`src/rtl/bol_pkg.sv`:
```
package bol_pkg;

  // default capacity of the list
  localparam int BOL_DEPTH = 16;

  // request codes, the codes above remove-at do nothing
  typedef enum logic [2:0] {
    ACT_INSERT_FRONT = 3'd0,
    ACT_INSERT_BACK  = 3'd1,
    ACT_REMOVE_FRONT = 3'd2,
    ACT_REMOVE_BACK  = 3'd3,
    ACT_REMOVE_AT    = 3'd4
  } action_t;

  typedef enum logic [1:0] {
    ST_OK    = 2'd0,
    ST_FULL  = 2'd1,
    ST_EMPTY = 2'd2,
    ST_RANGE = 2'd3
  } status_t;

  // what every cell of the chain does at a clock edge
  typedef enum logic [1:0] {
    CELL_HOLD      = 2'd0,
    CELL_SHIFT_IN  = 2'd1,
    CELL_WRITE_AT  = 2'd2,
    CELL_REMOVE_AT = 2'd3
  } cell_op_t;

  typedef struct packed {
    cell_op_t           op;
    logic signed [31:0] value;
  } cell_cmd_t;

  typedef struct packed {
    action_t            action;
    logic signed [31:0] value;
    logic [4:0]         position;
  } request_t;

  typedef struct packed {
    status_t            status;
    logic [4:0]         count;
    logic signed [31:0] front_value;
    logic signed [31:0] back_value;
  } result_t;

endpackage

```
`src/rtl/bol_cell.sv`:
```
module bol_cell
  import bol_pkg::*;
#(
  parameter int DEPTH = BOL_DEPTH,
  parameter int INDEX = 0,
  localparam int IDX_W = (DEPTH > 1) ? $clog2(DEPTH) : 1
) (
  input  logic               clk,
  input  cell_cmd_t          cmd,
  input  logic [IDX_W-1:0]   idx,
  input  logic [IDX_W-1:0]   last_idx,
  input  logic signed [31:0] left_data,
  input  logic signed [31:0] right_data,
  output logic signed [31:0] data,
  output logic signed [31:0] tail
);

  localparam logic [IDX_W-1:0] MY_IDX = IDX_W'(INDEX);

  // element storage, moves with the neighbors on shifts
  always_ff @(posedge clk) begin
    case (cmd.op)
      CELL_SHIFT_IN: data <= left_data;
      CELL_WRITE_AT: begin
        if (MY_IDX == idx) data <= cmd.value;
      end
      CELL_REMOVE_AT: begin
        if (MY_IDX >= idx) data <= right_data;
      end
      default: data <= data;
    endcase
  end

  // this cell's share of the back value
  assign tail = (MY_IDX == last_idx) ? data : 32'sd0;

endmodule

```
`src/rtl/bounded_ordered_list_top.sv`:
```
// Bounded ordered list of up to DEPTH signed 32-bit values held in a chain
// of cells. A request (insert front/back, remove front/back, remove at a
// 1-based position) is taken at any clock edge where start is high and
// busy is low; busy is high during reset and clears at the first edge
// with reset low. Every request gives exactly one result on the result
// port, marked by done for one cycle, in the cycle right after the request
// was accepted. The receiver cannot stall: it must take the result in that
// cycle. Throughput is one request per cycle while busy is low, since all
// cells shift in parallel in the acceptance cycle; the cell and length
// registers hold the result. Rejected requests (full, empty, position out
// of range) return their status and leave the list untouched.
module bounded_ordered_list_top
  import bol_pkg::*;
#(
  parameter int DEPTH = BOL_DEPTH
) (
  input  logic     clk,
  input  logic     rst,
  input  logic     start,
  output logic     busy,
  input  request_t request,
  output logic     done,
  output result_t  result
);

  localparam int IDX_W = (DEPTH > 1) ? $clog2(DEPTH) : 1;
  localparam int LEN_W = $clog2(DEPTH + 1);
  localparam int CMP_W = (LEN_W > 5) ? LEN_W : 5;
  localparam logic [LEN_W-1:0] FULL_LEN = LEN_W'(DEPTH);

  logic [LEN_W-1:0]   length;
  logic [LEN_W-1:0]   length_next;
  status_t            status;
  status_t            status_next;
  logic               accept;
  cell_cmd_t          cmd;
  logic [IDX_W-1:0]   idx;
  logic [IDX_W-1:0]   last_idx;
  logic [CMP_W-1:0]   pos_ext;
  logic [CMP_W-1:0]   len_ext;
  logic signed [31:0] cell_data [DEPTH];
  logic signed [31:0] cell_tail [DEPTH];
  logic signed [31:0] tail_or;

  assign accept  = start && !busy;
  assign pos_ext = CMP_W'(request.position);
  assign len_ext = CMP_W'(length);

  // request decode into a chain command
  always_comb begin
    status_next = ST_OK;
    length_next = length;
    cmd.op      = CELL_HOLD;
    cmd.value   = request.value;
    idx         = '0;
    case (request.action)
      ACT_INSERT_FRONT: begin
        if (length >= FULL_LEN) begin
          status_next = ST_FULL;
        end else begin
          cmd.op      = CELL_SHIFT_IN;
          length_next = length + LEN_W'(1);
        end
      end
      ACT_INSERT_BACK: begin
        if (length >= FULL_LEN) begin
          status_next = ST_FULL;
        end else begin
          cmd.op      = CELL_WRITE_AT;
          idx         = IDX_W'(length);
          length_next = length + LEN_W'(1);
        end
      end
      ACT_REMOVE_FRONT: begin
        if (length == '0) begin
          status_next = ST_EMPTY;
        end else begin
          cmd.op      = CELL_REMOVE_AT;
          length_next = length - LEN_W'(1);
        end
      end
      ACT_REMOVE_BACK: begin
        if (length == '0) begin
          status_next = ST_EMPTY;
        end else begin
          length_next = length - LEN_W'(1);
        end
      end
      ACT_REMOVE_AT: begin
        if (length == '0) begin
          status_next = ST_EMPTY;
        end else if (pos_ext == '0 || pos_ext > len_ext) begin
          status_next = ST_RANGE;
        end else begin
          cmd.op      = CELL_REMOVE_AT;
          idx         = IDX_W'(pos_ext - CMP_W'(1));
          length_next = length - LEN_W'(1);
        end
      end
      default: begin
        status_next = ST_OK;
      end
    endcase
    if (!accept) begin
      cmd.op      = CELL_HOLD;
      length_next = length;
    end
  end

  // control registers
  always_ff @(posedge clk) begin
    if (rst) begin
      length <= '0;
      done   <= 1'b0;
      busy   <= 1'b1;
      status <= ST_OK;
    end else begin
      length <= length_next;
      done   <= accept;
      busy   <= 1'b0;
      if (accept) status <= status_next;
    end
  end

  assign last_idx = IDX_W'(length - LEN_W'(1));

  // chain of cells
  for (genvar g = 0; g < DEPTH; g++) begin : g_cell
    logic signed [31:0] left_w;
    logic signed [31:0] right_w;
    if (g == 0) begin : g_first
      assign left_w = cmd.value;
    end else begin : g_mid
      assign left_w = cell_data[g-1];
    end
    if (g == DEPTH - 1) begin : g_last
      assign right_w = cell_data[g];
    end else begin : g_inner
      assign right_w = cell_data[g+1];
    end
    bol_cell #(
      .DEPTH (DEPTH),
      .INDEX (g)
    ) u_cell (
      .clk        (clk),
      .cmd        (cmd),
      .idx        (idx),
      .last_idx   (last_idx),
      .left_data  (left_w),
      .right_data (right_w),
      .data       (cell_data[g]),
      .tail       (cell_tail[g])
    );
  end

  // back value: only the cell at last_idx, the last occupied one when the list is not empty, drives a nonzero share
  always_comb begin
    tail_or = '0;
    for (int i = 0; i < DEPTH; i++) begin
      tail_or = tail_or | cell_tail[i];
    end
  end

  // result fields
  always_comb begin
    result.status      = status;
    result.count       = 5'(length);
    result.front_value = (length != '0) ? cell_data[0] : 32'sd0;
    result.back_value  = (length != '0) ? tail_or : 32'sd0;
  end

  // every accepted request gives a result in the next cycle
  assert property (@(posedge clk) disable iff (rst) accept |=> done)
    else $error("accepted request without a result");

  // a rejected request leaves the length alone
  assert property (@(posedge clk) disable iff (rst)
    accept && status_next != ST_OK |=> length == $past(length))
    else $error("rejected request changed the length");

  // full status only when the list really is full
  assert property (@(posedge clk) disable iff (rst)
    done && status == ST_FULL |-> length == FULL_LEN)
    else $error("full status with room left");

  // length never exceeds capacity
  assert property (@(posedge clk) disable iff (rst) length <= FULL_LEN)
    else $error("length beyond capacity");

  // a good insert grows the list by one
  assert property (@(posedge clk) disable iff (rst)
    accept && status_next == ST_OK &&
    (request.action == ACT_INSERT_FRONT || request.action == ACT_INSERT_BACK)
    |=> length == $past(length) + LEN_W'(1))
    else $error("insert did not grow the list");

endmodule

```
`config.mk`:
```
export PLATFORM = sky130hd
export DESIGN_NAME = bounded_ordered_list_top
export DESIGN_NICKNAME = d
export VERILOG_FILES = /design/src/rtl/bol_pkg.sv /design/src/rtl/bol_cell.sv /design/src/rtl/bounded_ordered_list_top.sv
export SDC_FILE = /design/constraint.sdc
export NUM_CORES = 1
export LEC_CHECK = 0
export ABC_CLOCK_PERIOD_IN_PS = 6850
export BUFFER_PORTS_ARGS = -buffer_cell sky130_fd_sc_hd__buf_2
export CAP_MARGIN = 40
export CORE_MARGIN = 10
export CORE_UTILIZATION = 40
export CTS_CLUSTER_SIZE = 16
export DETAILED_ROUTE_END_ITERATION = 8
export MAX_ROUTING_LAYER = met4
export PLACE_DENSITY_LB_ADDON = 0.2
export SYNTH_ARGS = -nofsm -noshare
export SYNTH_HDL_FRONTEND = slang
export SYNTH_HIERARCHICAL = 1
export SYNTH_SLANG_ARGS = --single-unit
```
`constraint.sdc`:
```
create_clock -name clk -period 6.85 [get_ports clk]
set_clock_uncertainty 0.15 [all_clocks]
set_input_delay 0.3425 -clock clk [delete_from_list [all_inputs] [get_ports clk]]
set_output_delay 0.3425 -clock clk [all_outputs]
set_load 0.05 [all_outputs]
```
Word level (Yosys, flattened, before mapping). Cells that the tools add are included.

$add $sub $neg: 3. Multiply operators: 0. Divide/modulo/power cells: 0. Magnitude comparators: 17. Eq/ne operators: 72. Shift-type cells: 0. Muxes and demuxes: 87. Bitwise logic cells: 15. Reductions and logical operators: 31.

Operator list (number): 2-to-1 mux 32 bit (49); one-hot mux 32 bit (3 select lines) (15); bitwise OR 32 bit (15); equality test 4 bit (first input constant) (16); one-hot mux 32 bit (2 select lines) (1); != test 2 x 1 -> 1 bit (second input constant) (31); AND reduction 3 bit (15); equality test 3 x 4 -> 1 bit (first input constant) (8); >= comparator 4 bit (first input constant) (7); 2-to-1 mux 5 bit (4); equality test 2 x 4 -> 1 bit (first input constant) (4); >= comparator 3 x 4 -> 1 bit (first input constant) (4); 2-to-1 mux 2 bit (8); one-hot mux 5 bit (3 select lines) (1); 2-to-1 mux 4 bit (3); logical NOT 5 bit (2); equality test 1 x 4 -> 1 bit (first input constant) (2); >= comparator 1 x 4 -> 1 bit (first input constant) (2); >= comparator 2 x 4 -> 1 bit (first input constant) (2); logical NOT 4 bit (2); != test 2 bit (second input constant) (4); one-hot mux 2 bit (4 select lines) (1); one-hot mux 4 bit (2 select lines) (1); equality test 3 x 2 -> 1 bit (second input constant) (2); other kinds (21) (26).

Flip-flop bits (word level): 521. Latch bits: 0. RAM bits: 0. ROM bits: 0. Input port bits: 43. Output and inout bits: 73. Word-level logic and storage cells: 245. Memories: 0.

Longest topological paths before layout. Gate-level depths: netlist of run 1.

Depth after elaboration: 19. Depth in mapped cells: 12. Mapped depth without buffers: 10.

By module. Netlist of run 1, hierarchy kept.

Modules (own cells, without submodules): bol_cell (g_cell[3].u_cell ...) (instances 2, cells each 178, area an instance 1916.8 um2, sequential area each 960.9 um2); bol_cell (g_cell[4].u_cell ...) (instances 2, cells each 178, area an instance 1909.3 um2, sequential area each 960.9 um2); bounded_ordered_list_top (instances 1, cells each 330, area an instance 2209.6 um2, sequential area each 180.2 um2); bol_cell (g_cell[14].u_cell) (instances 1, cells each 178, area an instance 1953.1 um2, sequential area each 960.9 um2); bol_cell (g_cell[13].u_cell) (instances 1, cells each 177, area an instance 1951.9 um2, sequential area each 960.9 um2); bol_cell (g_cell[11].u_cell) (instances 1, cells each 177, area an instance 1949.4 um2, sequential area each 960.9 um2); bol_cell (g_cell[5].u_cell) (instances 1, cells each 180, area an instance 1949.4 um2, sequential area each 960.9 um2); bol_cell (g_cell[7].u_cell) (instances 1, cells each 177, area an instance 1948.1 um2, sequential area each 960.9 um2); bol_cell (g_cell[6].u_cell) (instances 1, cells each 180, area an instance 1925.6 um2, sequential area each 960.9 um2); bol_cell (g_cell[10].u_cell) (instances 1, cells each 178, area an instance 1924.3 um2, sequential area each 960.9 um2); bol_cell (g_cell[12].u_cell) (instances 1, cells each 178, area an instance 1919.3 um2, sequential area each 960.9 um2); bol_cell (g_cell[2].u_cell) (instances 1, cells each 178, area an instance 1913.1 um2, sequential area each 960.9 um2); bol_cell (g_cell[15].u_cell) (instances 1, cells each 177, area an instance 1906.8 um2, sequential area each 960.9 um2); bol_cell (g_cell[1].u_cell) (instances 1, cells each 178, area an instance 1903.1 um2, sequential area each 960.9 um2); bol_cell (g_cell[0].u_cell) (instances 1, cells each 177, area an instance 1891.8 um2, sequential area each 960.9 um2).

Worst setup path before layout of run 1. Ideal clock, no wire load.

Path kind: register to register. Start: reg length[0], in the netlist len_ext[0]. End: reg g_cell[6].u_cell.data[0] (enable). Setup time: 0.511 ns. Arrival: 7.097 ns. Required time: 6.189 ns. Setup slack: -0.907 ns. Stages on the path, launching flop included: 9. Path buffers: 1. Clock period less this slack: 7.757 ns. Cell sequence: dfxtp_1 -> inv_1 -> ha_1 -> nor4b_1 -> or3_1 -> clkbuf_1 -> a31oi_1 -> inv_1 -> o41ai_1.

RTL lines: start, declared (RTL line bounded_ordered_list_top.sv:31) `logic [LEN_W-1:0] length;`; start signal, assigned (RTL line bounded_ordered_list_top.sv:118) `length <= length_next;`; end signal, assigned (RTL line bol_cell.sv:23) `CELL_SHIFT_IN: data <= left_data;`; end signal, assigned (RTL line bol_cell.sv:25) `if (MY_IDX == idx) data <= cmd.value;`; end signal, assigned (RTL line bol_cell.sv:28) `if (MY_IDX >= idx) data <= right_data;`; end, declared (RTL line bol_cell.sv:14) `output logic signed [31:0] data,`.

==> results of run 1 <==
## synth_stat cells, drive strengths merged, types with 5 or more instances
library cell / number
nor2: 552
a21oi: 524
mux2i: 515
and2: 514
edfxtp: 512
buf: 169
nor4: 130
clkbuf: 65
nor2b: 34
and4: 33
inv: 10
dfxtp: 9
ha: 8
nor4b: 8
o21ai: 8
a31oi: 6
and4bb: 6
nor3: 6
nand3: 5
## area by class of cell
| type | count | area, um2 | share of cell area |
|---|---|---|---|
| well taps | 1070 | 1340 | 0.0371 |
| flip-flops and latches | 521 | 15600 | 0.432 |
| clock buffers | 70 | 1580 | 0.0439 |
| diodes | 5 | 12.5 | 0.000347 |
| repair buffers | 186 | 1430 | 0.0396 |
| multi-input cells | 2412 | 15800 | 0.439 |
| inverters | 10 | 37.5 | 0.00104 |
| clock inverters | 38 | 268 | 0.00743 |
## cells in the final DEF, fill, tap and decap left out, types with 4 or more instances in the layout
cell type	n
a21oi_1	522
a31oi_4	4
and2_1	294
and2_2	219
and4_1	32
and4b_2	4
and4bb_2	5
buf_12	12
buf_16	8
buf_2	116
buf_4	47
clkbuf_1	8
clkbuf_16	62
clkinv_1	15
clkinv_2	16
dfxtp_1	9
diode_2	5
edfxtp_1	512
ha_1	8
inv_1	10
mux2i_1	514
nand2_1	4
nand2b_1	4
nand3_1	5
nor2_1	551
nor2b_1	34
nor3_1	6
nor4_1	129
nor4b_4	4
o21ai_0	7
o31ai_1	4
or3_1	4
xnor2_1	4
## state kept, by name, summed over array words and instances, names as in the netlist
name,flops
g_cell.u_cell/data,512
status,2
busy,1
len_ext,5
done,1
## per-layer routing
layer  vias to the layer above  share of wire  GRT usage
met5                         -              0          -
met4                         0          0.025     0.0578
met3                       152          0.066     0.0269
met2                       814           0.46      0.340
met1                     12184           0.45      0.297
li1                      11500              -          -
## stage by stage
stage               hold slack, ns  setup WS, ns  cell area, um2
floorplan                    0.220         0.539           33000
global placement             0.308          2.01           33800
detailed placement           0.345          2.00           34100
CTS                        0.00412          1.46           36000
global route                0.0573          1.26           36000
finish                      0.0438          1.41           36000
## power by group through the flow
stage / sequential [W] / clock [W] / combinational (W)
after global routing: 0.00354 / 0.00331 / 0.000899
after CTS: 0.00354 / 0.00318 / 0.000838
after detailed placement: 0.00361 / 0 / 0.000834
final: 0.00354 / 0.00311 / 0.000838
after floorplan: 0.00360 / 0 / 0.000527
after global placement: 0.00360 / 0 / 0.000808
## final timing paths
kind                                 to  slack (ns)  cells past startpoint
min reg2reg                   status[1]        0.35                      2
max                          result[30]        1.41                     10
min                           status[1]        0.04                      4
max reg2reg  g_cell[11].u_cell/data[26]        1.90                     11
## cell families (layout without fill, tap and decap cells)
| group | count (synthesis) | count (layout) |
|---|---|---|
| AO/OA/AOI/OAI | 564 | 564 |
| multiplexers | 519 | 519 |
| XOR/XNOR | 5 | 5 |
| buffers and inverters | 244 | 304 |
| flip-flops | 521 | 521 |
| other | 0 | 5 |
| adder cells (fa/ha/maj) | 8 | 8 |
| AND/OR/NAND/NOR | 1316 | 1316 |
## worst register-to-register path, cell delays in order (launching register included)
cell and delay [ns]:
dfxtp_1 0.49, inv_1 0.18, ha_1 0.34, nand3_1 0.08, nor3_1 0.23, a21oi_1 0.07
or3_1 0.54, a31oi_4 0.30, buf_4 0.48, a41oi_1 0.27, a31oi_4 0.78, buf_4 0.64
==> impl_metrics.tcl, run 1 <==
set metrics [dict create \
    antenna_found_initial 18 \
    crit_start "len_ext[0]" \
    rows 105 \
    netlist_area_mm2 0.0330 \
    overflow 0 \
    r2r_start "len_ext[2]" \
    cts_buffers 60 \
    synth_cell_type_count 59 \
    swShare 0.261 \
    grt_max_degree 278 \
    cts_buffer_depth 3 \
    cts.sinks 521 \
    path_clk_slew_ns 0.06 \
    grt_pass1_vias 23400 \
    finalCritPeriodShare 0.794 \
    synth-simple-area-share 0.223 \
    critical_path.max_stage_delay_ns 0.93 \
    cts_resized 0 \
    synthAdderAreaFrac 0.00303 \
    core_area_mm2 0.0820 \
    grt_pass1_wl_um 153000 \
    period_needed_ns 5.44 \
    startpoint_type "flip-flop" \
    vias 24650 \
    power_w 0.00749 \
    power_frac_clock 0.415 \
    finalSetupTns_ns 0 \
    intPower_w 0.00553 \
    hold_viol_final 0 \
    tightest_slew_ns 1.39 \
    setup_viol 0 \
    synth-compound-area-share 0.0880 \
    crit_slowest_cell "and4bb_2" \
    synthCells 3177 \
    via_per_inst 5.72 \
    synth_edf_count 512 \
    critPathTopFamily "buffers and inverters" \
    hp-class "in2reg" \
    die_h_um 307 \
    holdCritStartpoint "request[37]" \
    yosysTopAreaCell "edfxtp_1" \
    syn2layout_area_growth_pct 9.22 \
    cts_setup_buffers 0 \
    dpl.cell_count 4196 \
    syn_nets 3228 \
    portBuffers 115 \
    cp.arrival_ns 4.95 \
    cap_violations 0 \
    track_usage 0.218 \
    outcome "completed" \
    synth_top_family_by_area "simple AND/OR/NAND/NOR gates" \
    p_leak_nw 12.0 \
    synth_xor_area_frac 0.00133 \
    wl_per_cell_um 24.0 \
    n_fill_cell 7892 \
    synthTopCellsByArea "edfxtp_1, mux2i_1, a21oi_1" \
    rsz0062_at_grt "false" \
    yosys.area.top_type_share 0.466 \
    crit_fanout 19 \
    cts_max_level 2 \
    synthMuxAreaShare 0.158 \
    gp_congestion 0.844 \
    cts-hold-fix-buffers 2 \
    max_slew_margin 0.0738 \
    dieWidth_um 307 \
    vdd_drop_max_uv 204 \
    start_util 0.403 \
    hpwl_um 63800 \
    syn_avg_cell_area_um2 10.4 \
    layout-drive-gt1-share 0.163 \
    max_freq_mhz 184 \
    cp-end-kind "output pin" \
    ctsRootBufferMaster "clkbuf_16" \
    antenna_left 0 \
    p_sw_w 0.00196 \
    critPathRequiredTime_ns 6.36 \
    dr.pass1.iters 6 \
    drtIter0Drc 2362 \
    crit_chain "inv_1 -> ha_1 -> inv_1 -> and4bb_2 -> buf_4 -> and2_1 -> nor4_1 -> and4_1 -> nor2_1 -> buf_2" \
    routed_wl_um 104000 \
    ys_warn_count 6 \
    path_common_cell "inv_1" \
    critical_path_class "reg2out" \
    postSynth.asyncResetShare 0 \
    cts_tree "yes" \
    utilization 0.440 \
    p_per_area_mw_per_mm2 208 \
    comb_power_share 0.112 \
    ys_ff_latch 521 \
    yosysSeqAreaShare 0.471 \
    clk_latency_ns 0.63 \
    die_area_mm2 0.0944 \
    slew_viol_final 0 \
    power_frac_seq 0.473 \
    crit_buf_inv 4 \
    drcViolationCount 0 \
    num-nets-final 3242 \
    synth_ff_type "edfxtp_1" \
    instances_no_fill 4312 \
    pin_count 116 \
]
(Power assumes the default switching activity.)
==> run 2, diff against run 1 <==
--- a/config.mk
+++ b/config.mk
@@ -5,7 +5,7 @@
 export SDC_FILE = /design/constraint.sdc
 export NUM_CORES = 1
 export LEC_CHECK = 0
-export ABC_CLOCK_PERIOD_IN_PS = 6850
+export ABC_CLOCK_PERIOD_IN_PS = 4500
 export BUFFER_PORTS_ARGS = -buffer_cell sky130_fd_sc_hd__buf_2
 export CAP_MARGIN = 40
 export CORE_MARGIN = 10
==> constraint.sdc (replaced) <==
create_clock -name clk -period 4.5 [get_ports clk]
set_clock_uncertainty 0.15 [all_clocks]
set_input_delay 0.225 -clock clk [delete_from_list [all_inputs] [get_ports clk]]
set_output_delay 0.225 -clock clk [all_outputs]
set_load 0.05 [all_outputs]
==> run 2 against run 1 <==
  * Critical path depth up 1
  * Register-to-register slack worse by 1.5 ns
  * First-iteration DRC count down 11%
  * Die area unchanged
  * Cell count up 1.0%
  * Non-clock buffer count up 46
  * Power up 53%
==> impl_metrics.tcl, run 2 (same netlist as run 1, synthesis figures left out) <==
set metrics [dict create \
    clk_latency_ns 0.64 \
    slew_viol_final 0 \
    finalSetupTns_ns 0 \
    path_common_cell "buf_4" \
    n_fill_cell 7702 \
    period_needed_ns 4.40 \
    hpwl_um 61500 \
    vias 24887 \
    crit_fanout 16 \
    holdPathEnd "busy" \
    fin_area_mm2 0.0368 \
    p_leak_nw 12.2 \
    max_freq_mhz 227 \
    ctsRootBufferMaster "clkbuf_16" \
    finalCritPeriodShare 0.979 \
    outcome "completed" \
    routed_wl_um 100000 \
    final_common_cell "nor2_1" \
    final_cell_mix "nor2_1, a21oi_1, mux2i_1, edfxtp_1, and2_1" \
    rows 105 \
    gp_congestion 0.861 \
    critical_path.max_stage_delay_ns 0.51 \
    power_w 0.0114 \
    multi_input_area_mm2 0.0159 \
    cts_setup_buffers 0 \
    num-nets-final 3288 \
    track_usage 0.211 \
    layout.area.seq_mm2 0.0156 \
    max_slew_margin 0.271 \
    placed_area_mm2 0.0346 \
    tightest_slew_ns 1.09 \
    die_h_um 307 \
    grt_max_degree 225 \
    overflow 0 \
    cts_buffer_depth 3 \
    wl_per_cell_um 23.1 \
    dr.pass1.iters 5 \
    pre_cts_slack_ns 0.501 \
    syn2layout_area_growth_pct 11.6 \
    holdCritStartpoint "rst" \
    cts.sinks 521 \
    die_area_mm2 0.0944 \
    cts_buffers 60 \
    fin_ws_ns 0.0953 \
    top_register "g_cell.u_cell/data" \
    critPathRequiredTime_ns 4.12 \
    via_per_inst 5.71 \
    dieWidth_um 307 \
    setup_viol 0 \
    path_clk_slew_ns 0.06 \
    rsz0062_at_grt "false" \
    cp.arrival_ns 4.03 \
    start_util 0.403 \
    crit_chain "clkinvlp_4 -> ha_4 -> xor2_1 -> buf_4 -> and4b_2 -> buf_4 -> and2_2 -> nor4_1 -> and4_1 -> nor2_1 -> buf_12" \
    hp-class "in2reg" \
    drcViolationCount 0 \
    cap_violations 0 \
    rr_worst_depth 11 \
    pin_count 116 \
    cts_tree "yes" \
    timing.rr.end "g_cell[2].u_cell/data[5]" \
    antenna_found_initial 3 \
    hold_viol_final 0 \
    largest_reg_flops 512 \
    reg2reg_setup_slack_ns 0.45 \
    crit_slowest_cell "and4b_2" \
    cp-end-kind "output pin" \
    grt_pass1_wl_um 150000 \
    min_path_cells 2 \
    layout-drive-gt1-share 0.166 \
    grt_pass1_vias 23702 \
    startpoint_type "flip-flop" \
    critical_path_class "reg2out" \
    drtIter0Drc 2109 \
    portBuffers 115 \
    core_area_mm2 0.0820 \
    antenna_left 0 \
    p_per_area_mw_per_mm2 310 \
    cts_max_level 2 \
    vdd_drop_max_uv 290 \
    r2r_start "len_ext[4]" \
]
## run 2: cell count changes in the layout (fill, tap and decap cells not counted), sizes merged
cell	before	now
clkbuf	70	72
clkinv	34	30
diode	5	2
clkinvlp	1	3
buf	184	194
dlygate4sd3	2	38
## run 2: per-layer routing
metal  vias to the layer above  track usage  routed length (um)
met4                         0       0.0521                2400
met2                       773        0.328               45700
li1                      11603            -                   -
met5                         -            -                   0
met1                     12372        0.292               46400
met3                       139       0.0236                5850
## run 2: critical path: cells and delay by family (launching register included)
kind	cells	cell delay, ns
AND/OR/NAND/NOR	5	1.65
buffers and inverters	4	0.91
flip-flops	1	0.39
XOR/XNOR	1	0.26
adder cells (fa/ha/maj)	1	0.19
## run 2: area by class of cell
class | instances | share of cell area
multi-input combinational | 2412 | 0.431
sequential | 521 | 0.423
timing repair buffer | 232 | 0.0590
clock buffer | 72 | 0.0426
tap | 1070 | 0.0364
clock inverter | 36 | 0.00700
inverter | 10 | 0.00112
antenna | 2 | 0.000136
## run 2: how the worst max path moves through the flow
stage	cells past startpoint	start	to
2_1_floorplan	9	len_ext[0]	g_cell[7].u_cell/data[0]
3_3_place_gp	11	len_ext[4]	g_cell[2].u_cell/data[7]
3_5_place_dp	11	len_ext[4]	g_cell[2].u_cell/data[7]
4_1_cts	11	len_ext[0]	result[30]
5_1_grt	11	len_ext[0]	result[21]
6_report	11	len_ext[0]	result[31]
## run 2: what timing repair did
item / CTS / global route
endpoints found under the hold margin: 45 / 0
setup endpoints to repair: 0 / 3
hold buffers: 38 / 0
gates resized for setup: 0 / 5
## run 2: where the power goes
group	internal, W	switching [W]	leakage, nW	total [W]
Combinational	0.000455	0.000887	6.65	0.00134
Clock	0.00263	0.00206	0.888	0.00469
Sequential	0.00535	0.0000362	4.69	0.00538
Total	0.00843	0.00299	12.2	0.0114
## run 2: metrics by stage
step	cells	hold slack, ns	utilization
after floorplan	3177	0.103	-
after global placement	4204	0.313	0.421
after detailed placement	4207	0.315	0.422
after CTS	4353	0.203	0.449
after global routing	4353	0.245	0.449
final	4355	0.239	0.449
==> run 3, diff against run 2 <==
--- a/config.mk
+++ b/config.mk
@@ -9,11 +9,11 @@
 export BUFFER_PORTS_ARGS = -buffer_cell sky130_fd_sc_hd__buf_2
 export CAP_MARGIN = 40
 export CORE_MARGIN = 10
-export CORE_UTILIZATION = 40
-export CTS_CLUSTER_SIZE = 16
+export CORE_UTILIZATION = 30
 export DETAILED_ROUTE_END_ITERATION = 8
 export MAX_ROUTING_LAYER = met4
 export PLACE_DENSITY_LB_ADDON = 0.2
+export SETUP_SLACK_MARGIN = 0.1
 export SYNTH_ARGS = -nofsm -noshare
 export SYNTH_HDL_FRONTEND = slang
 export SYNTH_HIERARCHICAL = 1
==> run 3 against run 2 <==
  * Via count is 2.7% lower
  * Global-route usage is 3.8 points lower
  * First-iteration DRC count is 8.7% lower
  * Sequential share of layout area is 1.2 points lower
  * Cell count is 8.6% higher
  * Worst setup slack better by 0.022 ns
  * Critical path depth is 1 lower
  * Clock power is 9.8% higher
  * Wire length is 6.1% higher
  * Combinational power hardly changed
==> impl_metrics.tcl, run 3 (same netlist as run 1, synthesis figures left out) <==
set metrics [dict create \
    grt_max_degree 185 \
    layout-drive-gt1-share 0.176 \
    overflow 0 \
    crit_slowest_cell "and4bb_4" \
    outcome "completed" \
    hp-class "in2reg" \
    drcViolationCount 0 \
    cts.sinks 521 \
    critical_path_class "reg2out" \
    max_freq_mhz 228 \
    top_layer_used "met4" \
    met3RoutedLength_um 4290 \
    hold_ws_ns 0.0342 \
    ctsRootBufferMaster "clkbuf_16" \
    p_leak_nw 12.5 \
    track_usage 0.173 \
    crit_chain "clkinvlp_4 -> ha_4 -> inv_1 -> and4bb_4 -> buf_4 -> and2_1 -> nor4_1 -> and4_1 -> nor2_1 -> buf_12" \
    max_slew_margin 0.382 \
    die_area_mm2 0.124 \
    rsz0062_at_grt "true" \
    holdCritStartpoint "request[14]" \
    r2r_start "len_ext[4]" \
    startpoint_type "flip-flop" \
    dieWidth_um 352 \
    num-nets-final 3313 \
    reg2reg_setup_slack_ns 0.54 \
    cts_buffer_depth 3 \
    min_path_cells 3 \
    core_area_mm2 0.109 \
    antenna_found_initial 10 \
    holdPathEnd "g_cell[0].u_cell/data[9]" \
    crit_fanout 22 \
    start_util 0.303 \
    finalSetupTns_ns 0 \
    largest_reg_flops 512 \
    hpwl_um 66500 \
    cp.arrival_ns 4.01 \
    final_common_cell "nor2_1" \
    die_h_um 352 \
    setup_viol 0 \
    top_register "g_cell.u_cell/data" \
    period_needed_ns 4.38 \
    path_clk_slew_ns 0.06 \
    crit_buf_inv 4 \
    portBuffers 115 \
    vdd_drop_max_uv 224 \
    cts_buffers 66 \
    wl_met2_um 48200 \
    tightest_slew_ns 0.928 \
    critPathRequiredTime_ns 4.12 \
    grt_pass1_vias 23563 \
    dpl.cell_count 4580 \
    clk_latency_ns 0.62 \
    slew_viol_final 0 \
    gp_congestion 0.782 \
    grt_pass1_wl_um 158000 \
    cap_violations 0 \
    finalCritPeriodShare 0.974 \
    cts_setup_buffers 0 \
    cp-end-kind "output pin" \
    n_fill_cell 11077 \
    final_cell_mix "nor2_1, a21oi_1, mux2i_1, edfxtp_1, and2_1" \
    wl_per_cell_um 22.5 \
    instances_no_fill 4730 \
    rows 121 \
    dr.pass1.iters 5 \
    antenna_left 0 \
    rr_worst_depth 10 \
    p_per_area_mw_per_mm2 314 \
    cts_max_level 3 \
    vias 24221 \
    wl_met1_um 51300 \
    timing.rr.end "g_cell[14].u_cell/data[7]" \
    critPathTopFamily "simple AND/OR/NAND/NOR gates" \
    hold_viol_final 0 \
    syn2layout_area_growth_pct 14.8 \
    pin_count 116 \
    cts_tree "yes" \
    drtIter0Drc 1926 \
    via_per_inst 5.12 \
    critical_path.max_stage_delay_ns 0.80 \
    routed_wl_um 107000 \
]
==> run 3: changes by cell type in the layout (fill, tap and decap cells not counted), sizes merged <==
cell,delta
buf,+29
clkbuf,+12
dlygate4sd3,-10
clkinv,-6
diode,+4
inv,+3
clkinvlp,-1
==> run 3: worst max path at each step <==
stage,endpoint,slack [ns],cells after the start,start
finish,result[23],0.12,10,len_ext[0]
global route,result[23],0.04,10,len_ext[0]
CTS,result[11],0.11,10,len_ext[0]
detailed placement,g_cell[14].u_cell/data[8],0.60,10,len_ext[4]
global placement,g_cell[14].u_cell/data[7],0.55,10,len_ext[2]
floorplan,g_cell[7].u_cell/data[0],-0.28,9,len_ext[0]
==> run 3: tightest hold or removal path, stage by stage <==
cell and delay [ns]:
buf_2 0.21, nor2_1 0.14, a21oi_1 0.04
==> run 3: metal layers <==
| metal | vias up | GRT usage |
|---|---|---|
| li1 | 11662 | - |
| met1 | 11925 | 0.241 |
| met2 | 503 | 0.265 |
| met3 | 131 | 0.0197 |
| met4 | 0 | 0.0466 |
| met5 | - | - |
==> run 3: area by class of cell <==
class,count,area [um2],share of cell area
repair buffers,251,2580,0.0681
clock inverters,32,256,0.00677
clock buffers,84,1760,0.0465
inverters,10,41.3,0.00109
well taps,1414,1770,0.0467
multi-input cells,2412,15900,0.419
flip-flops and latches,521,15600,0.411
diodes,6,15.0,0.000396
==> run 3: stage by stage <==
step                      area, um2  setup slack, ns  utilization  total power (W)
after floorplan               33200           -0.276            -          0.00629
after global placement        35500            0.551        0.326          0.00685
after detailed placement      35500            0.603        0.326          0.00685
after CTS                     37900            0.110        0.347           0.0121
after global routing          37900           0.0446        0.347           0.0124
final                         37900            0.117        0.347           0.0119
==> run 3: what timing repair did <==
action                                  4_1_cts  5_1_grt
resized for setup                             3        1
endpoints found under the hold margin        32        0
hold buffers                                 28        0
pin swaps                                     0        0
endpoints found under the setup margin       15        4
==> run 3: where the power goes <==
part | switching, W | internal (W)
clock | 0.00220 | 0.00295
sequential | 0.0000382 | 0.00535
combinational | 0.000894 | 0.000475
total | 0.00313 | 0.00877
